File: src/design/edge_normalized_box_filter_unit_macros.svh
// ----------------------------------------------------------------------------
// Assertion macros for the edge-normalized box filter
// Shared immediate-implication and next-cycle-implication property wrappers.
// ----------------------------------------------------------------------------
`ifndef EDGE_NORMALIZED_BOX_FILTER_UNIT_MACROS_SVH
`define EDGE_NORMALIZED_BOX_FILTER_UNIT_MACROS_SVH

// Same-cycle implication, checked on every clock edge outside reset.
`define EBF_ASSERT_IMP(name, ante, cons, msg) \
   name: assert property (@(posedge clock) disable iff (reset) (ante) |-> (cons)) \
      else $error(msg);

// Next-cycle implication, checked on every clock edge outside reset.
`define EBF_ASSERT_NEXT(name, ante, cons, msg) \
   name: assert property (@(posedge clock) disable iff (reset) (ante) |=> (cons)) \
      else $error(msg);

`endif

File: src/design/ebf_pkg.sv
// ----------------------------------------------------------------------------
// ebf_pkg
// Types, constants and codes shared by the box filter controller and datapath.
// ----------------------------------------------------------------------------
package ebf_pkg;

   // Parameter defaults
   localparam int MAX_WIDTH_DEFAULT   = 1024;
   localparam int SAMPLE_BITS_DEFAULT = 16;

   // Configuration registers
   localparam int FRAME_WIDTH_BITS  = 11;
   localparam int FRAME_HEIGHT_BITS = 16;
   localparam int CSR_INDEX_BITS    = 2;
   localparam int CSR_DATA_BITS     = 16;

   localparam logic [CSR_INDEX_BITS-1:0] CSR_FRAME_WIDTH  = 2'd0;
   localparam logic [CSR_INDEX_BITS-1:0] CSR_FRAME_HEIGHT = 2'd1;

   localparam logic [FRAME_WIDTH_BITS-1:0]  FRAME_WIDTH_RESET  = 11'd640;
   localparam logic [FRAME_HEIGHT_BITS-1:0] FRAME_HEIGHT_RESET = 16'd480;

   // Growth of a sum of up to nine samples, plus a sign guard
   localparam int SUM_GROWTH = 4;

   // Divider: width of the odd divisor factor (1, 3 or 9)
   localparam int DIV_REM_BITS  = 4;

   // Result selector: which neighbourhood a result is centered on
   localparam logic [1:0] SEL_PREV_ROW_PREV_COL = 2'd0;
   localparam logic [1:0] SEL_PREV_ROW_LAST_COL = 2'd1;
   localparam logic [1:0] SEL_LAST_ROW_PREV_COL = 2'd2;
   localparam logic [1:0] SEL_LAST_ROW_LAST_COL = 2'd3;

   typedef enum logic [2:0] {
      ST_IDLE,
      ST_LOAD,
      ST_SUM,
      ST_START,
      ST_DIV,
      ST_OUT
   } ebf_state_type;

   typedef struct packed {
      logic       accept;
      logic       win_load;
      logic       acc_en;
      logic       acc_first;
      logic [1:0] sum_col;
      logic       div_start;
      logic       out_load;
      logic [1:0] sel;
      logic       run_last;
      logic       frame_last;
   } ebf_cmd_type;

   typedef struct packed {
      logic [3:0] emit_mask;
      logic       div_busy;
      logic       div_done;
      logic       out_free;
   } ebf_status_type;

endpackage

File: src/design/ebf_ctrl.sv
// ----------------------------------------------------------------------------
// ebf_ctrl
// Sequencer: takes one sample, then walks each pending result through
// accumulate, divide and output-register load.
// ----------------------------------------------------------------------------
module ebf_ctrl (
   input  logic                    clock,
   input  logic                    reset,
   input  logic                    req_tvalid,
   output logic                    req_tready,
   input  ebf_pkg::ebf_status_type status,
   output ebf_pkg::ebf_cmd_type    cmd
);
   import ebf_pkg::*;

   ebf_state_type state_ff, state_in;
   logic [3:0]    pend_ff, pend_in;
   logic [1:0]    sum_cnt_ff, sum_cnt_in;
   logic [1:0]    sel;
   logic [3:0]    sel_onehot;
   logic [3:0]    pend_rest;

   // Lowest pending result goes first
   always_comb begin
      if (pend_ff[0]) begin
         sel = SEL_PREV_ROW_PREV_COL;
      end else if (pend_ff[1]) begin
         sel = SEL_PREV_ROW_LAST_COL;
      end else if (pend_ff[2]) begin
         sel = SEL_LAST_ROW_PREV_COL;
      end else begin
         sel = SEL_LAST_ROW_LAST_COL;
      end
      sel_onehot = 4'b0001 << sel;
      pend_rest  = pend_ff & ~sel_onehot;
   end

   always_comb begin
      state_in = state_ff;
      case (state_ff)
         ST_IDLE: begin
            if (req_tvalid) begin
               state_in = ST_LOAD;
            end
         end
         ST_LOAD: begin
            state_in = (status.emit_mask != 4'd0) ? ST_SUM : ST_IDLE;
         end
         ST_SUM: begin
            if (sum_cnt_ff == 2'd2) begin
               state_in = ST_START;
            end
         end
         ST_START: begin
            state_in = ST_DIV;
         end
         ST_DIV: begin
            if (status.div_done) begin
               state_in = ST_OUT;
            end
         end
         ST_OUT: begin
            if (status.out_free) begin
               state_in = (pend_rest != 4'd0) ? ST_SUM : ST_IDLE;
            end
         end
         default: begin
            state_in = ST_IDLE;
         end
      endcase
   end

   always_comb begin
      pend_in = pend_ff;
      if (state_ff == ST_LOAD) begin
         pend_in = status.emit_mask;
      end else if (state_ff == ST_OUT && status.out_free) begin
         pend_in = pend_rest;
      end
      sum_cnt_in = 2'd0;
      if (state_ff == ST_SUM && sum_cnt_ff != 2'd2) begin
         sum_cnt_in = sum_cnt_ff + 2'd1;
      end
   end

   always_comb begin
      req_tready     = (state_ff == ST_IDLE);
      cmd            = '0;
      cmd.accept     = (state_ff == ST_IDLE) && req_tvalid;
      cmd.win_load   = (state_ff == ST_LOAD);
      cmd.acc_en     = (state_ff == ST_SUM);
      cmd.acc_first  = (state_ff == ST_SUM) && (sum_cnt_ff == 2'd0);
      cmd.sum_col    = sum_cnt_ff;
      cmd.div_start  = (state_ff == ST_START);
      cmd.out_load   = (state_ff == ST_OUT) && status.out_free;
      cmd.sel        = sel;
      cmd.run_last   = (pend_rest == 4'd0);
      cmd.frame_last = (sel == SEL_LAST_ROW_LAST_COL);
   end

   always_ff @(posedge clock) begin
      if (reset) begin
         state_ff   <= ST_IDLE;
         pend_ff    <= 4'd0;
         sum_cnt_ff <= 2'd0;
      end else begin
         state_ff   <= state_in;
         pend_ff    <= pend_in;
         sum_cnt_ff <= sum_cnt_in;
      end
   end

endmodule

File: config.mk
export PLATFORM = sky130hd
export DESIGN_NAME = ebf_ctrl
export DESIGN_NICKNAME = d
export VERILOG_FILES = /design/src/design/edge_normalized_box_filter_unit_macros.svh /design/src/design/ebf_pkg.sv /design/src/design/ebf_ctrl.sv
export SDC_FILE = /design/constraint.sdc
export NUM_CORES = 1
export LEC_CHECK = 0
export BUFFER_PORTS_ARGS = -buffer_cell sky130_fd_sc_hd__buf_4
export CAP_MARGIN = 25
export CORE_UTILIZATION = 40
export CTS_CLUSTER_SIZE = 25
export DETAILED_ROUTE_END_ITERATION = 10
export HOLD_SLACK_MARGIN = 0.06
export PLACE_DENSITY = 0.69
export SYNTH_ARGS = -nofsm -noshare
export SYNTH_HDL_FRONTEND = slang
export SYNTH_SLANG_ARGS = --single-unit
File: constraint.sdc
create_clock -name clock -period 2.2 [get_ports clock]
set_clock_uncertainty 0.1 [all_clocks]
set_input_delay 0.11 -clock clock [delete_from_list [all_inputs] [get_ports clock]]
set_output_delay 0.11 -clock clock [all_outputs]
set_load 0.005 [all_outputs]
==> results of run 1 <==
[Yosys cell counts (all sizes together)]
master | number | area [µm²]
a211oi | 1 | 7.51
a21o | 2 | 15.0
a21oi | 6 | 30.0
a221oi | 1 | 15.0
a22oi | 2 | 15.0
a31oi | 1 | 6.26
and2 | 2 | 12.5
and4b | 1 | 11.3
buf | 4 | 31.3
clkbuf | 1 | 3.75
dfxtp | 9 | 180
ha | 2 | 25.0
inv | 7 | 31.3
mux2 | 1 | 11.3
mux2i | 1 | 10.0
nand2 | 5 | 18.8
nand2b | 2 | 12.5
nand3 | 2 | 10.0
nand4bb | 1 | 11.3
nor2 | 7 | 26.3
nor3 | 2 | 10.0
nor3b | 1 | 7.51
nor4 | 1 | 6.26
nor4b | 1 | 8.76
o2111ai | 1 | 8.76
o211a | 1 | 10.0
o21ai | 2 | 10.0
o41ai | 1 | 16.3
or3 | 1 | 6.26
or3b | 2 | 20.0
[final timing paths]
path                                    start             to  cells past startpoint
worst max-delay path              state_ff[2]         cmd[8]                      5
worst min-delay path                status[0]    state_ff[2]                      4
worst max register to register    state_ff[0]    state_ff[1]                      5
worst min register to register  sum_cnt_ff[0]  sum_cnt_ff[0]                      1
[through the flow]
step | setup WS [ns] | std cells
after global routing | 0.382 | 111
after floorplan | 0.587 | 71
after CTS | 0.473 | 111
final | 0.475 | 111
after detailed placement | 0.569 | 102
after global placement | 0.557 | 102
[power by group through the flow]
stage               registers [mW]  clock network, mW  logic (mW)
floorplan                    0.227                  0       0.326
global placement             0.265                  0       0.417
detailed placement           0.266                  0       0.427
CTS                          0.262              0.137       0.438
global route                 0.271              0.142       0.480
finish                       0.266              0.129       0.436
[flip-flops by register name (all words and copies together) (netlist names)]
| name | count |
|---|---|
| sum_cnt_ff | 2 |
| state_ff | 3 |
| pend_ff | 4 |
[cells by family (layout without fill, tap and decap cells)]
group / count (synthesis) / count (layout) / share of synthesized area
buffers and inverters: 12 / 37 / 0.113
muxes: 2 / 2 / 0.0362
DFF: 9 / 9 / 0.306
adders and majority gates: 2 / 2 / 0.0425
AOI/OAI and AO/OA: 18 / 18 / 0.228
and+or+nand+nor: 28 / 28 / 0.274
[worst reg2reg max path: stages (launching register included)]
cell and delay (ns):
dfxtp_1 0.48, or3b_4 0.46, inv_6 0.10, o41ai_2 0.07
o211a_1 0.14, a221oi_2 0.22
[layer usage]
metal,vias up,track usage
met5,-,0
met4,0,0.100
met3,0,0.100
met2,16,0.329
met1,286,0.197
li1,301,-
[area by class of cell]
type	instances	area [µm²]	share of cell area
clock buffers	4	26.3	0.0326
inverters	7	31.3	0.0388
well taps	15	18.8	0.0233
repair buffers	26	208	0.258
flip-flops and latches	9	180	0.224
multi-input cells	50	342	0.424
[cell usage in the layout, fill, tap and decap left out, types with 3 or more instances in the layout]
cell type / n
a21oi_1: 6
buf_4: 21
clkbuf_4: 3
dfxtp_1: 9
dlygate4sd3_1: 5
inv_1: 6
nand2_1: 5
nor2_1: 7
==> results.md, run 1 <==
- DRT antenna net count: 0
- CP Buf/Inv Count: 2
- Sw frac: 0.382
- Hold crit path type: primary input to register
- Layout cells sized above 1: 0.313
- WP data required: 1.99 ns
- I/O Pins: 23
- Post-Syn Area: 588 µm²
- Initial drt markers: 10
- Synthesized Nets: 83
- P_sw: 317 µW
- Inserted Diodes: 0
- Die Ht: 40.3 µm
- Worst vdd rail ir drop: 0.000579 V
- DRC: 0
- RSZ-0062 raised after global routing: false
- Nets@finish: 109
- Area delta synth->final: 37.0%
- Fmax: 580 MHz
- CTS tree: done
- DRT Pass-1 Iters: 5
- Avg WL per Cell: 12.8 µm
- Worst slew pin tran: 0.303 ns
- Post-CTS resize count: 0
- First-pass GRT wire length: 1.99 mm
- Met2 WL: 725 µm
- Yosys warnings: 0
- Crit share post-route: 0.784
- Site Rows: 13
- Root Buffer Master: clkbuf_4
- Vias per cell: 5.43
- WL final: 1.42 mm
- Final core utilization: 0.604
- Final setup violation count: 0
- Pin count of the biggest net entering global routing: 11
- Final slew viol count: 0
- Initial antenna violation count: 0
- Top routing layer used: met3
- Hold Vio Cnt, Final: 0
- Total clock buffers created by CTS: 3
- Combinational share of power: 0.525
- Critical path arrival: 1.52 ns
- Worst Setup Start Kind: register
- Most used cell, CP: nand2b_1
- Design area: 806 µm²
- Delay-heaviest family, CP: simple AND/OR/NAND/NOR gates
- Vias: 603
- Fillers: 123
- Seq/Total Area, Yosys: 0.306
- Syn_area_per_cell: 8.28 µm²
- Die X-Extent: 40.3 µm
- CTS H-tree depth: 1
- CP max-delay cell: dfxtp_1
- Cells along the critical path: nand2b_1, nand2b_1, inv_1, and2_1, buf_4
- DRT met1 WL: 620 µm
- Placement-stage cell area: 729 µm²
- Delay of the slowest critical-path stage: 0.48 ns
- Initial Util: 0.441
- Cells after Synth: 71
- Global Route Usage Sum: 0.196
- Post-layout minimum cycle time: 1.73 ns
- Core area: 1330 µm²
- WHS: 0.114 ns
- Setup_tns: 0 ns
- CTS Buffer Depth: 2
- Congestion Overflow GR: 0
- Met3 WL: 71 µm
- Clk slew on worst S/H paths: 0.06 ns
- Die area: 1630 µm²
- Count of state elements after synthesis: 9
- P_int: 513 µW
- Post-CTS setup repair buffer count: 0
- Worst Path Max Fanout: 10
- WS Path Type: register to primary output
- Worst-Skew Late Latency: 0.26 ns
- Max cap viols: 0
- Clk pwr share: 0.155
- Sink Count: 9
- Hold-fix buffers, CTS: 5
- Synth cell types: 34
- Number of global-route vias before repair: 498
- Worst setup EP type: primary output
- Port bufs: 21
- R2R Setup Slk: 0.55 ns
- GP Congestion: 0.793
- Leakage: 0.333 nW
- Reg power frac: 0.320
- Overall Power: 830 µW
- Status: finished clean
- DPL Wire Length: 1.00 mm
- Rel. slew slack: 0.798
- Cell Pwr Density: 1030 nW/µm²
No activity file was read; power rests on OpenSTA's default activity.
==> run 2, diff against run 1 <==
clock period = 1.8 ns   (was 2.2 ns; I/O delays follow)
==> run 2 against run 1 <==
  * First-iteration DRC count rose by 80%
  * Setup slack worse by 0.35 ns
  * Clock power is 22% higher
  * Count of clock-buffer cells in the layout stayed put
  * Die area unchanged
  * Critical path depth unchanged
  * Combinational power is 22% higher
  * Core utilization grew 0.19 points
  * Sequential cell count unchanged
  * Largest cell class unchanged
==> results.md, run 2 (synthesized netlist as in run 1, its figures left out) <==
- Area delta synth->final: 37.4% (was 37.0%)
- DRT Pass-1 Iters: 4 (was 5)
- Site Rows: 13 (unchanged)
- Vias per cell: 5.45 (was 5.43)
- Status: finished clean (unchanged)
- GP Congestion: 0.775 (was 0.793)
- Worst vdd rail ir drop: 0.000678 V (was 0.000579 V)
- Hold crit path type: primary input to register (unchanged)
- Final slew viol count: 0 (unchanged)
- Placement-stage cell area: 729 µm² (unchanged)
- WS Path Type: register to register (was register to primary output)
- Most common cell after layout, fill and taps aside: buf_4 (unchanged)
- Rel. slew slack: 0.799 (was 0.798)
- Port bufs: 21 (unchanged)
- Inserted Diodes: 0 (unchanged)
- Worst-Skew Late Latency: 0.26 ns (about the same)
- DRC: 0 (unchanged)
- Layout cells sized above 1: 0.333 (was 0.313)
- Core area: 1330 µm² (unchanged)
- WHS: 0.0904 ns (was 0.114 ns)
- CTS H-tree depth: 1 (unchanged)
- Crit share post-route: 0.928
- Sink Count: 9 (unchanged)
- Hold Vio Cnt, Final: 0 (unchanged)
- WL final: 1.42 mm (about the same)
- DPL Wire Length: 977 µm (was 1.00 mm)
- Worst setup EP type: register (was primary output)
- Fillers: 136 (was 123)
- Non-filler cells, final: 111 (unchanged)
- RSZ-0062 raised after global routing: false (unchanged)
- Reg with most FFs: pend_ff (unchanged)
- Avg WL per Cell: 12.8 µm (about the same)
- Critical path arrival: 1.74 ns (was 1.52 ns)
- Max cap viols: 0 (unchanged)
- CTS tree: done (unchanged)
- Die area: 1630 µm² (unchanged)
- Max reg flops: 4 (unchanged)
- Initial antenna violation count: 0 (unchanged)
- Worst slew pin tran: 0.301 ns (was 0.303 ns)
- Setup_tns: 0 ns (unchanged)
- Die X-Extent: 40.3 µm (unchanged)
- Total clock buffers created by CTS: 3 (unchanged)
- Clk slew on worst S/H paths: 0.06 ns (about the same)
- WP data required: 1.87 ns (was 1.99 ns)
- Vias: 605 (was 603)
- Pin count of the biggest net entering global routing: 11 (unchanged)
- Design area: 808 µm² (was 806 µm²)
- CTS Buffer Depth: 2 (unchanged)
- Worst Path Max Fanout: 10 (unchanged)
- Initial Util: 0.441 (unchanged)
- Cell Pwr Density: 1260 nW/µm² (was 1030 nW/µm²)
- Fmax: 599 MHz
- I/O Pins: 23 (unchanged)
- Congestion Overflow GR: 0 (unchanged)
- Initial drt markers: 18 (was 10)
- Final setup violation count: 0 (unchanged)
- Cells after DPL: 102 (unchanged)
- Post-layout minimum cycle time: 1.67 ns
- Leakage: 0.333 nW (about the same)
- First-pass GRT wire length: 2.23 mm (was 1.99 mm)
- Root Buffer Master: clkbuf_4 (unchanged)
- Post-CTS setup repair buffer count: 0 (unchanged)
- Commonest cells after routing, fill and taps aside: buf_4, nor2_1, dfxtp_1 (was buf_4, dfxtp_1, nor2_1)
- DRT antenna net count: 0 (unchanged)
- Nets@finish: 109 (unchanged)
- Die Ht: 40.3 µm (unchanged)
- Number of global-route vias before repair: 504 (was 498)
- Worst Setup Start Kind: register (unchanged)
- Top flop regs: pend_ff (4), state_ff (3), sum_cnt_ff (2) (unchanged)
- Global Route Usage Sum: 0.217 (was 0.196)
run 2: worst paths after layout:
check | end | slack (ns) | from | cells after the start
worst max-delay path | state_ff[1] | 0.13 | state_ff[0] | 5
worst min-delay path | state_ff[2] | 0.09 | status[0] | 4
worst min register to register | sum_cnt_ff[0] | 0.37 | sum_cnt_ff[0] | 1
worst max register to register | state_ff[1] | 0.13 | state_ff[0] | 5
run 2: report_power, final:
group          internal, mW  total (mW)  switching (mW)  leakage [nW]
sequential            0.249       0.328          0.0790        0.0742
combinational         0.296       0.531           0.235         0.244
clock                0.0855       0.158          0.0721        0.0150
run 2: metrics by stage:
stage / setup slack [ns] / utilization / total power, mW
floorplan: 0.187 / - / 0.677
global placement: 0.181 / 0.547 / 0.835
detailed placement: 0.141 / 0.547 / 0.851
CTS: 0.0517 / 0.604 / 1.02
global route: 0.0396 / 0.606 / 1.11
finish: 0.129 / 0.606 / 1.02
run 2: metal layers:
layer | share of wire | vias up | GRT usage
li1 | - | 306 | -
met1 | 0.42 | 273 | 0.243
met2 | 0.50 | 21 | 0.357
met3 | 0.065 | 5 | 0.0833
met4 | 0.014 | 0 | 0.100
met5 | 0 | - | 0
run 2: area by class of cell:
cell class	count	area [µm²]	area share
sequential	9	183	0.226
clock buffer	4	26.3	0.0325
tap	15	18.8	0.0232
multi-input combinational	50	342	0.423
timing repair buffer	26	208	0.257
inverter	7	31.3	0.0387
run 2: timing repair:
item / in CTS / in global routing
resized for setup: 0 / 2
endpoints found under the hold margin: 9 / 0
hold buffers: 5 / 0
endpoints found under the setup margin: 0 / 1
run 2: critical path, stage by stage (launching register included):
cell and delay [ns]:
dfxtp_1 0.49, or3b_4 0.46, inv_6 0.09, o41ai_2 0.06, o211a_1 0.14, a221oi_2 0.23
